File: config.mk
export PLATFORM = sky130hd
export DESIGN_NAME = sqmf_useq
export DESIGN_NICKNAME = d
export VERILOG_FILES = /design/src/hw/rtl/sqmf_pkg.sv /design/src/hw/rtl/sqmf_useq.sv
export SDC_FILE = /design/constraint.sdc
export NUM_CORES = 1
export LEC_CHECK = 0
export ABC_AREA = 1
export BUFFER_PORTS_ARGS = -buffer_cell sky130_fd_sc_hd__buf_2
export CELL_PAD_IN_SITES_DETAIL_PLACEMENT = 0
export CELL_PAD_IN_SITES_GLOBAL_PLACEMENT = 1
export CORE_MARGIN = 2
export CORE_UTILIZATION = 35
export CTS_CLUSTER_SIZE = 25
export DETAILED_ROUTE_END_ITERATION = 6
export PLACE_DENSITY_LB_ADDON = 0.1
export SLEW_MARGIN = 20
export SYNTH_ARGS = -nofsm -noshare
export SYNTH_HDL_FRONTEND = slang
export SYNTH_SLANG_ARGS = --single-unit
File: constraint.sdc
create_clock -name clk -period 4.71 [get_ports clk]
set_input_delay 0.7065 -clock clk [delete_from_list [all_inputs] [get_ports clk]]
set_output_delay 0.7065 -clock clk [all_outputs]
set_load 0.05 [all_outputs]
File: src/hw/rtl/sqmf_pkg.sv
`timescale 1ns / 1ps
`default_nettype none
// ----------------------------------------------------------------------------
// sqmf_pkg
// Shared types, sizes and the control store of the square max filter.
// ----------------------------------------------------------------------------
package sqmf_pkg;

	localparam int MAX_ROWS   = 64;
	localparam int MAX_COLS   = 64;
	localparam int MAX_RADIUS = 7;

	localparam int ROW_W  = 6;
	localparam int COL_W  = 6;
	localparam int VAL_W  = 16;
	localparam int RAD_W  = 3;
	localparam int SIZE_W = 7;
	localparam int ADDR_W = ROW_W + COL_W;
	localparam int DEPTH  = MAX_ROWS * MAX_COLS;

	localparam int CFG_IDX_W  = 2;
	localparam int CFG_DATA_W = 7;

	localparam int IN_DATA_W  = 32;
	localparam int OUT_DATA_W = 16;

	typedef enum logic [CFG_IDX_W-1:0] {
		REG_GRID_ROWS = 2'd0,
		REG_GRID_COLS = 2'd1,
		REG_RADIUS    = 2'd2
	} cfg_reg_t;

	typedef enum logic {
		OP_WRITE = 1'b0,
		OP_QUERY = 1'b1
	} op_t;

	typedef logic [2:0] step_t;

	localparam step_t STEP_WAIT   = 3'd0;
	localparam step_t STEP_DECODE = 3'd1;
	localparam step_t STEP_SETUP  = 3'd2;
	localparam step_t STEP_SCAN   = 3'd3;
	localparam step_t STEP_DRAIN  = 3'd4;
	localparam step_t STEP_EMIT   = 3'd5;

	typedef enum logic [2:0] {
		COND_JMP       = 3'd0,
		COND_WAIT_IN   = 3'd1,
		COND_BR_WRITE  = 3'd2,
		COND_BR_ERR    = 3'd3,
		COND_WAIT_SCAN = 3'd4,
		COND_WAIT_OUT  = 3'd5
	} cond_t;

	typedef struct packed {
		logic  take_in;
		logic  decode;
		logic  setup;
		logic  scan;
		logic  emit;
		cond_t cond;
		step_t target;
	} ctrl_word_t;

	typedef struct packed {
		logic in_accept;
		logic write_ok;
		logic err;
		logic scan_last;
		logic out_free;
	} seq_flags_t;

	function automatic ctrl_word_t ucode_rom(input step_t step);
		ctrl_word_t cw;
		cw = '{take_in: 1'b0, decode: 1'b0, setup: 1'b0, scan: 1'b0, emit: 1'b0,
			cond: COND_JMP, target: STEP_WAIT};
		unique case (step)
			STEP_WAIT: begin
				cw.take_in = 1'b1;
				cw.cond    = COND_WAIT_IN;
				cw.target  = STEP_DECODE;
			end
			STEP_DECODE: begin
				cw.decode = 1'b1;
				cw.cond   = COND_BR_WRITE;
				cw.target = STEP_WAIT;
			end
			STEP_SETUP: begin
				cw.setup  = 1'b1;
				cw.cond   = COND_BR_ERR;
				cw.target = STEP_EMIT;
			end
			STEP_SCAN: begin
				cw.scan   = 1'b1;
				cw.cond   = COND_WAIT_SCAN;
				cw.target = STEP_DRAIN;
			end
			STEP_DRAIN: begin
				cw.cond   = COND_JMP;
				cw.target = STEP_EMIT;
			end
			STEP_EMIT: begin
				cw.emit   = 1'b1;
				cw.cond   = COND_WAIT_OUT;
				cw.target = STEP_WAIT;
			end
			default: begin
				cw.cond   = COND_JMP;
				cw.target = STEP_WAIT;
			end
		endcase
		return cw;
	endfunction

endpackage
`default_nettype wire

File: src/hw/rtl/sqmf_useq.sv
`timescale 1ns / 1ps
`default_nettype none
// ----------------------------------------------------------------------------
// sqmf_useq
// Step counter over the control store, with conditional jumps on datapath flags.
// ----------------------------------------------------------------------------
module sqmf_useq
	import sqmf_pkg::*;
(
	input  wire logic       clk,
	input  wire logic       arst_n,
	input  wire seq_flags_t flags,
	output ctrl_word_t      cw
);

	step_t step_q;
	step_t step_next;
	step_t step_inc;

	assign cw       = ucode_rom(step_q);
	assign step_inc = step_q + step_t'(1);

	always_comb begin
		unique case (cw.cond)
			COND_JMP:       step_next = cw.target;
			COND_WAIT_IN:   step_next = flags.in_accept ? cw.target : step_q;
			COND_BR_WRITE:  step_next = (flags.write_ok || flags.err) ?
				(flags.write_ok ? cw.target : step_inc) : step_inc;
			COND_BR_ERR:    step_next = flags.err ? cw.target : step_inc;
			COND_WAIT_SCAN: step_next = flags.scan_last ? cw.target : step_q;
			COND_WAIT_OUT:  step_next = flags.out_free ? cw.target : step_q;
			default:        step_next = STEP_WAIT;
		endcase
	end

	always_ff @(posedge clk or negedge arst_n) begin
		if (!arst_n) begin
			step_q <= STEP_WAIT;
		end else begin
			step_q <= step_next;
		end
	end

endmodule
`default_nettype wire

==> results of run 1 <==
-- layer usage --
layer / vias up / wire length (um)
met5: - / 0
met4: 0 / 24
met3: 2 / 54
met2: 19 / 573
met1: 253 / 618
li1: 317 / -
-- per-stage QoR --
step	power, mW	instances	utilization, %	hold slack, ps
after global placement	0.5069	134	42.87	503.2
after detailed placement	0.5074	134	42.87	503.5
after global routing	0.5988	138	44.37	250.3
after CTS	0.5564	138	44.37	257.0
after floorplan	0.4332	95	-	410.9
final	0.5489	138	44.37	260.8
-- kinds of logic after synthesis --
logic type | Yosys count | synth area share, %
simple gates | 54 | 52.10
buf+inv | 23 | 16.41
compound gates | 9 | 9.925
fa+ha+maj | 5 | 9.542
flops | 3 | 11.45
other cells | 1 | 0.5720
-- layout make-up --
type,instances,area (um^2),share of cell area (%)
inverter,21,88.84,11.47
tap,25,31.28,4.039
multi-input combinational,69,473.0,61.07
timing repair buffer,16,80.08,10.34
clock buffer,4,26.28,3.393
sequential,3,75.07,9.693
-- Yosys cell counts (all sizes together) --
cell type | n | area (um^2)
nand2 | 35 | 187.7
inv | 21 | 88.84
nor2 | 11 | 73.82
nand3 | 8 | 80.07
ha | 5 | 62.56
o21ai | 4 | 27.53
o21bai | 4 | 30.03
dfrtp | 3 | 75.07
buf | 2 | 18.77
conb | 1 | 3.750
o211ai | 1 | 7.510
-- critical path, delay by kind of cell, from the launching register on --
| kind | cells | cell delay [ps] |
|---|---|---|
| and+or+nand+nor | 2 | 200 |
| adders and majority gates | 1 | 230 |
| buffers and inverters | 4 | 450 |
| DFF | 1 | 610 |
-- worst min path at each step --
stage	start	cells after the start	slack, ps	to
after floorplan	arst_n	0	410	step_q[0]$_DFFE_PN0P_
after global placement	arst_n	1	500	step_q[1]$_DFFE_PN0P_
after detailed placement	arst_n	1	500	step_q[1]$_DFFE_PN0P_
after CTS	arst_n	1	260	step_q[1]$_DFFE_PN0P_
after global routing	arst_n	1	250	step_q[1]$_DFFE_PN0P_
final	arst_n	1	260	step_q[1]$_DFFE_PN0P_
-- where the power goes --
part           internal [mW]  switching, mW
logic                  0.133          0.319
clock network         0.0318         0.0143
registers             0.0345         0.0163
==> impl_metrics.env, run 1 <==
export IMPL_cts_root_buffer="clkbuf_4"
export IMPL_overflow=0
export IMPL_place_hpwl_um=1127
export IMPL_ios=18
export IMPL_endpoint_kind="primary output"
export IMPL_die_area_mm2=0.002235
export IMPL_reg_top3="step_q (3)"
export IMPL_syn_cell_area_um2=655.6
export IMPL_placed_cell_area_um2=748.2
export IMPL_period_share_pct=51.42
export IMPL_rr_endpoint="step_q[2]$_DFFE_PN0P_"
export IMPL_cts_path_max_buffers=2
export IMPL_cpPeakStageDelay_ps=610
export IMPL_vias=591
export IMPL_antenna_found_initial=0
export IMPL_hold_path_class="input port to async pin"
export IMPL_die_h_um=47.28
export IMPL_cp_slowest_cell="dfrtp_1"
export IMPL_ff2ff_setup_slack_ps=2970
export IMPL_grt_busiest_layer="met2"
export IMPL_use_met2_pct=20.81
export IMPL_synth_avg_cell_area_um2=6.901
export IMPL_cp_endpoint="cw[5]"
export IMPL_timing_final_crit_period_ps=2422
export IMPL_cts_buffers=3
export IMPL_grt_pass1_wl_um=2028
export IMPL_regMostFlops="step_q"
export IMPL_num_nets_final=126
export IMPL_drtAntennaViolNets=0
export IMPL_stdcell_area_um2=774.5
export IMPL_cts_sinks=3
export IMPL_drc=0
export IMPL_yosysWarnings=0
export IMPL_layout_drive_gt1_share_pct=38.94
export IMPL_setup_viol=0
export IMPL_clock_fmax_mhz=412.9
export IMPL_grt_usage_pct=12.82
export IMPL_powerDensity_mw_per_mm2=708.8
export IMPL_netlist_instances=95
export IMPL_final_common_cell="nand2_1"
export IMPL_cts_tree="built"
export IMPL_grt_max_degree=9
export IMPL_fill_cells=201
export IMPL_critPathRequiredTime_ps=4000
export IMPL_cp_data_arrival_time_ps=1720
export IMPL_use_met1_pct=16.93
export IMPL_r2r_start="step_q[2]$_DFFE_PN0P_"
export IMPL_r2r_worst_path_cells=10
export IMPL_max_cap_violations=0
export IMPL_clkSlewWorstSetupHoldPaths_ps=40
export IMPL_routed_wirelength_um=1270
export IMPL_dp_slack_ps=2519
export IMPL_startpoint="step_q[2]$_DFFE_PN0P_"
export IMPL_cts_hold_buf=0
export IMPL_slew_violations=0
export IMPL_syn_to_final_growth_pct=18.13
export IMPL_dr_pass1_iters=4
export IMPL_die_x_um=47.28
export IMPL_status="finished, final reports clean"
export IMPL_drtIter0Drc=8
export IMPL_portBuffers=16
export IMPL_ys_ff_latch=3
export IMPL_diodes=0
export IMPL_core_area_mm2=0.001745
export IMPL_met3_usage_pct=2.692
export IMPL_syn_num_nets=107
export IMPL_largest_register_ff_count=3
export IMPL_start_kind="flip-flop"
export IMPL_crit_path_frequent_cell="inv_1"
export IMPL_clk_latency_ps=230
export IMPL_crit_chain="inv_8 > ha_1 > inv_1 > nand3_4 > nand2_2 > inv_1 > buf_2"
export IMPL_hold_viol=0
export IMPL_clock_skew_ps=0.3853
export IMPL_ir_drop_uv=284.9
export IMPL_p_leak_nw=0.4751
export IMPL_path_max_fanout=8
export IMPL_first_global_vias=508
export IMPL_start_util_pct=37.56
export IMPL_synth_yosys_seq_area_share_pct=11.45
export IMPL_ys_types=23
export IMPL_routabilityCongestion=0.7637
export IMPL_final_cell_mix="26 x nand2_1, 17 x inv_1, 16 x buf_2"
export IMPL_rows=15
export IMPL_cts_max_level=1
export IMPL_rsz0062_at_grt="no"
export IMPL_vias_per_cell=4.283
export IMPL_worstSetupPathType="flip-flop to primary output"
export IMPL_cts_setup_buffers=0
export IMPL_final_setup_worst_slack_ps=2288
export IMPL_wl_per_cell_um=9.203
export IMPL_setup_tns_ps=0
export IMPL_cts_resized=0
Power figures use the tool's default switching activity.
==> run 2, diff against run 1 <==
Settings changed: CORE_UTILIZATION 35 to 32.
Clock period 4.71 ns to 2 ns, I/O delays scaled along.
==> impl_metrics.env, run 2 (synthesis gave the netlist of run 1 again) <==
export IMPL_syn_to_final_growth_pct=21.56
export IMPL_first_global_vias=535
export IMPL_cts_setup_buffers=0
export IMPL_portBuffers=16
export IMPL_cts_max_level=1
export IMPL_cp_slowest_cell="dfrtp_2"
export IMPL_wl_per_cell_um=9.404
export IMPL_overflow=0
export IMPL_p_leak_nw=0.4735
export IMPL_final_common_cell="nand2_1"
export IMPL_grt_max_degree=9
export IMPL_reg_top3="step_q (3)"
export IMPL_drtIter0Drc=15
export IMPL_hold_viol=0
export IMPL_diodes=0
export IMPL_regMostFlops="step_q"
export IMPL_clock_skew_ps=0.5292
export IMPL_stdcell_area_um2=797.0
export IMPL_clock_fmax_mhz=519.6
export IMPL_powerDensity_mw_per_mm2=1629
export IMPL_dr_pass1_iters=3
export IMPL_startpoint="step_q[0]$_DFFE_PN0P_"
export IMPL_cts_buffers=3
export IMPL_cpPeakStageDelay_ps=410
export IMPL_ff2ff_setup_slack_ps=340
export IMPL_drtAntennaViolNets=0
export IMPL_critPathRequiredTime_ps=1700
export IMPL_cts_tree="built"
export IMPL_vias_per_cell=4.241
export IMPL_routed_wirelength_um=1326
export IMPL_placed_cell_area_um2=753.2
export IMPL_slew_violations=0
export IMPL_routabilityCongestion=0.7797
export IMPL_hold_path_class="input port to async pin"
export IMPL_start_util_pct=33.76
export IMPL_ios=18
export IMPL_worstSetupPathType="flip-flop to primary output"
export IMPL_place_hpwl_um=1178
export IMPL_vias=598
export IMPL_endpoint_kind="primary output"
export IMPL_cts_root_buffer="clkbuf_4"
export IMPL_cts_sinks=3
export IMPL_period_share_pct=96.23
export IMPL_max_cap_violations=0
export IMPL_largest_register_ff_count=3
export IMPL_rows=16
export IMPL_crit_path_frequent_cell="inv_1"
export IMPL_core_area_mm2=0.001942
export IMPL_holdWs_ps=400.7
export IMPL_r2r_start="step_q[0]$_DFFE_PN0P_"
export IMPL_layout_drive_gt1_share_pct=42.11
export IMPL_clk_latency_ps=230
export IMPL_antenna_found_initial=0
export IMPL_cp_data_arrival_time_ps=1620
export IMPL_crit_chain="inv_1 > ha_1 > nor2_1 > nand3_4 > nand2_2 > inv_1 > clkbuf_4"
export IMPL_path_max_fanout=7
export IMPL_status="finished, final reports clean"
export IMPL_setup_viol=0
export IMPL_grt_pass1_wl_um=2304
export IMPL_clkSlewWorstSetupHoldPaths_ps=40
export IMPL_die_x_um=49.27
export IMPL_start_kind="flip-flop"
export IMPL_grt_usage_pct=12.36
export IMPL_final_cell_mix="26 x nand2_1, 17 x inv_1, 15 x buf_2"
export IMPL_die_area_mm2=0.002427
export IMPL_ir_drop_uv=649.2
export IMPL_die_h_um=49.27
export IMPL_cts_path_max_buffers=2
export IMPL_num_nets_final=127
export IMPL_timing_final_crit_period_ps=1925
export IMPL_drc=0
[run 2: final timing paths]
| check | cells past startpoint | end |
|---|---|---|
| max in group asynchronous | 2 | step_q[2]$_DFFE_PN0P_ |
| min in group clk | 4 | step_q[0]$_DFFE_PN0P_ |
| setup reg to reg | 10 | step_q[1]$_DFFE_PN0P_ |
| hold / removal | 2 | step_q[0]$_DFFE_PN0P_ |
| hold reg to reg | 2 | step_q[0]$_DFFE_PN0P_ |
| setup / recovery | 7 | cw[5] |
[run 2: routing by layer]
layer	vias up	wire length, um	global-route usage, %
met5	-	0	0
met4	0	0	2.857
met3	0	45	3.681
met2	12	674	21.40
met1	265	606	14.84
li1	321	-	-
[run 2: timing repair]
item                                    4_1_cts  5_1_grt
pin swaps                                     0        0
endpoints found under the setup margin        1        2
endpoints found under the hold margin         3        0
hold buffers                                  1        0
gates resized for setup                       1        3
[run 2: cell type report]
cell class,count,area [um^2]
inverters,21,88.84
clock buffers,4,26.28
flip-flops and latches,3,77.57
multi-input cells,69,478.0
well taps,27,33.78
fillers,241,1145
repair buffers,17,92.59
[run 2: through the flow]
step | setup slack, ps | setup TNS, ps | utilization [%] | cells | total power, mW
global placement | 239.7 | 0 | 38.79 | 136 | 1.200
finish | 75.36 | 0 | 41.04 | 141 | 1.298
detailed placement | 254.7 | 0 | 38.79 | 136 | 1.198
global route | -3.485 | -3.485 | 41.04 | 141 | 1.426
CTS | 1.362 | 0 | 40.72 | 141 | 1.316
floorplan | 74.69 | 0 | - | 95 | 1.021
[run 2: worst max-delay path: cells and delay by family (launching register included)]
kind,cells,cell delay (ps)
flops,1,410
simple gates,3,380
buf+inv,3,330
fa+ha+maj,1,270
[run 2: report_power, final]
part | leakage (nW) | internal, mW | total [mW] | switching [mW]
registers | 0.0366 | 0.0844 | 0.124 | 0.0396
logic | 0.422 | 0.318 | 1.07 | 0.749
clock network | 0.0150 | 0.0748 | 0.107 | 0.0324
total | 0.474 | 0.478 | 1.30 | 0.821
==> run 3, diff against run 2 <==
Settings changed: CORE_MARGIN 2 to not set.
==> impl_metrics.env, run 3 (synthesis gave the netlist of run 1 again) <==
export IMPL_rows=16
export IMPL_vias_per_cell=4.248
export IMPL_syn_to_final_growth_pct=21.95
export IMPL_cts_max_level=1
export IMPL_rsz0062_at_grt="no"
export IMPL_cp_slowest_cell="dfrtp_2"
export IMPL_overflow=0
export IMPL_die_h_um=47.27
export IMPL_dr_pass1_iters=2
export IMPL_cts_setup_buffers=0
export IMPL_timing_final_crit_period_ps=1905
export IMPL_endpoint_kind="primary output"
export IMPL_p_leak_nw=0.4738
export IMPL_place_hpwl_um=1189
export IMPL_portBuffers=16
export IMPL_clk_latency_ps=240
export IMPL_powerDensity_mw_per_mm2=1641
export IMPL_ir_drop_uv=950.9
export IMPL_die_x_um=47.27
export IMPL_ios=18
export IMPL_hold_path_class="input port to async pin"
export IMPL_crit_chain="ha_1 > ha_2 > inv_2 > nand3_4 > nand2_2 > inv_1 > clkbuf_4"
export IMPL_period_share_pct=95.27
export IMPL_drtIter0Drc=1
export IMPL_core_area_mm2=0.001942
export IMPL_hold_viol=0
export IMPL_cts_path_max_buffers=2
export IMPL_routabilityCongestion=0.7767
export IMPL_dp_cells=136
export IMPL_crit_family="flip-flops"
export IMPL_final_common_cell="nand2_1"
export IMPL_cp_data_arrival_time_ps=1610
export IMPL_num_nets_final=127
export IMPL_largest_register_ff_count=3
export IMPL_regMostFlops="step_q"
export IMPL_path_buf_inv=3
export IMPL_seqCellArea_um2=77.57
export IMPL_finalPower_mw=1.312
export IMPL_grt_pass1_wl_um=2201
export IMPL_cts_tree="built"
export IMPL_setup_viol=0
export IMPL_drc=0
export IMPL_multi_input_area_um2=480.5
export IMPL_die_area_mm2=0.002234
export IMPL_start_util_pct=33.76
export IMPL_holdWs_ps=390.9
export IMPL_drtAntennaViolNets=0
export IMPL_critPathRequiredTime_ps=1700
export IMPL_clkSlewWorstSetupHoldPaths_ps=40
export IMPL_first_global_vias=549
export IMPL_antenna_found_initial=0
export IMPL_diodes=0
export IMPL_cts_root_buffer="clkbuf_4"
export IMPL_fill_cells=230
export IMPL_start_kind="flip-flop"
export IMPL_clock_fmax_mhz=524.8
export IMPL_path_max_fanout=7
export IMPL_clock_skew_ps=1.411
export IMPL_max_cap_violations=0
export IMPL_reg_top3="step_q (3)"
export IMPL_grt_max_degree=9
export IMPL_layout_drive_gt1_share_pct=43.86
export IMPL_grt_usage_pct=14.63
export IMPL_setup_tns_ps=0
export IMPL_status="finished, final reports clean"
export IMPL_cts_buffers=3
export IMPL_slew_violations=0
export IMPL_routed_wirelength_um=1348
export IMPL_worstSetupPathType="flip-flop to primary output"
export IMPL_cpPeakStageDelay_ps=450
export IMPL_final_cell_mix="26 x nand2_1, 16 x inv_1, 15 x buf_2"
export IMPL_cts_sinks=3
export IMPL_final_cells=141
export IMPL_vias=599
export IMPL_wl_per_cell_um=9.560
run 3: changes by cell type in the layout (fill, tap and decap cells not counted):
cell and delta:
inv_1 -1, inv_2 +1, nor2_1 -1, nor2_2 +1
run 3: layout make-up:
class	count	area share, %
clock buffers	4	3.286
inverters	21	11.11
multi-input cells	69	60.09
flip-flops and latches	3	9.703
well taps	27	4.225
repair buffers	17	11.58
run 3: path summary, 6_finish.rpt:
| path | startpoint | end | slack (ps) | depth (start not counted) |
|---|---|---|---|---|
| max | step_q[0]$_DFFE_PN0P_ | cw[5] | 90 | 7 |
| min | arst_n | step_q[2]$_DFFE_PN0P_ | 390 | 2 |
| max reg2reg | step_q[0]$_DFFE_PN0P_ | step_q[2]$_DFFE_PN0P_ | 330 | 10 |
| min reg2reg | step_q[0]$_DFFE_PN0P_ | step_q[0]$_DFFE_PN0P_ | 600 | 2 |
| max in group asynchronous | arst_n | step_q[0]$_DFFE_PN0P_ | 1490 | 2 |
| min in group clk | flags[1] | step_q[0]$_DFFE_PN0P_ | 460 | 4 |
run 3: stage by stage:
stage	instance area (um^2)	util (%)	worst slack, ps
after CTS	792.0	40.79	26.85
final	799.5	41.17	94.54
after global routing	799.5	41.17	24.67
after global placement	753.2	38.79	238.9
after floorplan	658.1	-	74.69
after detailed placement	753.2	38.79	244.0
run 3: report_power, final:
part | leakage (nW) | total, mW | internal [mW] | switching, mW
Combinational | 0.422 | 1.08 | 0.323 | 0.752
Sequential | 0.0366 | 0.128 | 0.0843 | 0.0433
Clock | 0.0150 | 0.109 | 0.0749 | 0.0341
Total | 0.474 | 1.31 | 0.482 | 0.830
run 3: per-layer routing:
metal	GRT usage, %	wire length [um]	vias to the layer above
li1	-	-	323
met1	18.49	607	264
met2	24.11	700	10
met3	1.154	29	2
met4	8.571	10	0
met5	0	0	-
run 3: what timing repair did:
item	4_1_cts	5_1_grt
hold endpoints to repair	3	0
hold buffers	1	0
endpoints found under the setup margin	1	1
cloned	0	0
pin swaps	0	0
resized for setup	2	4
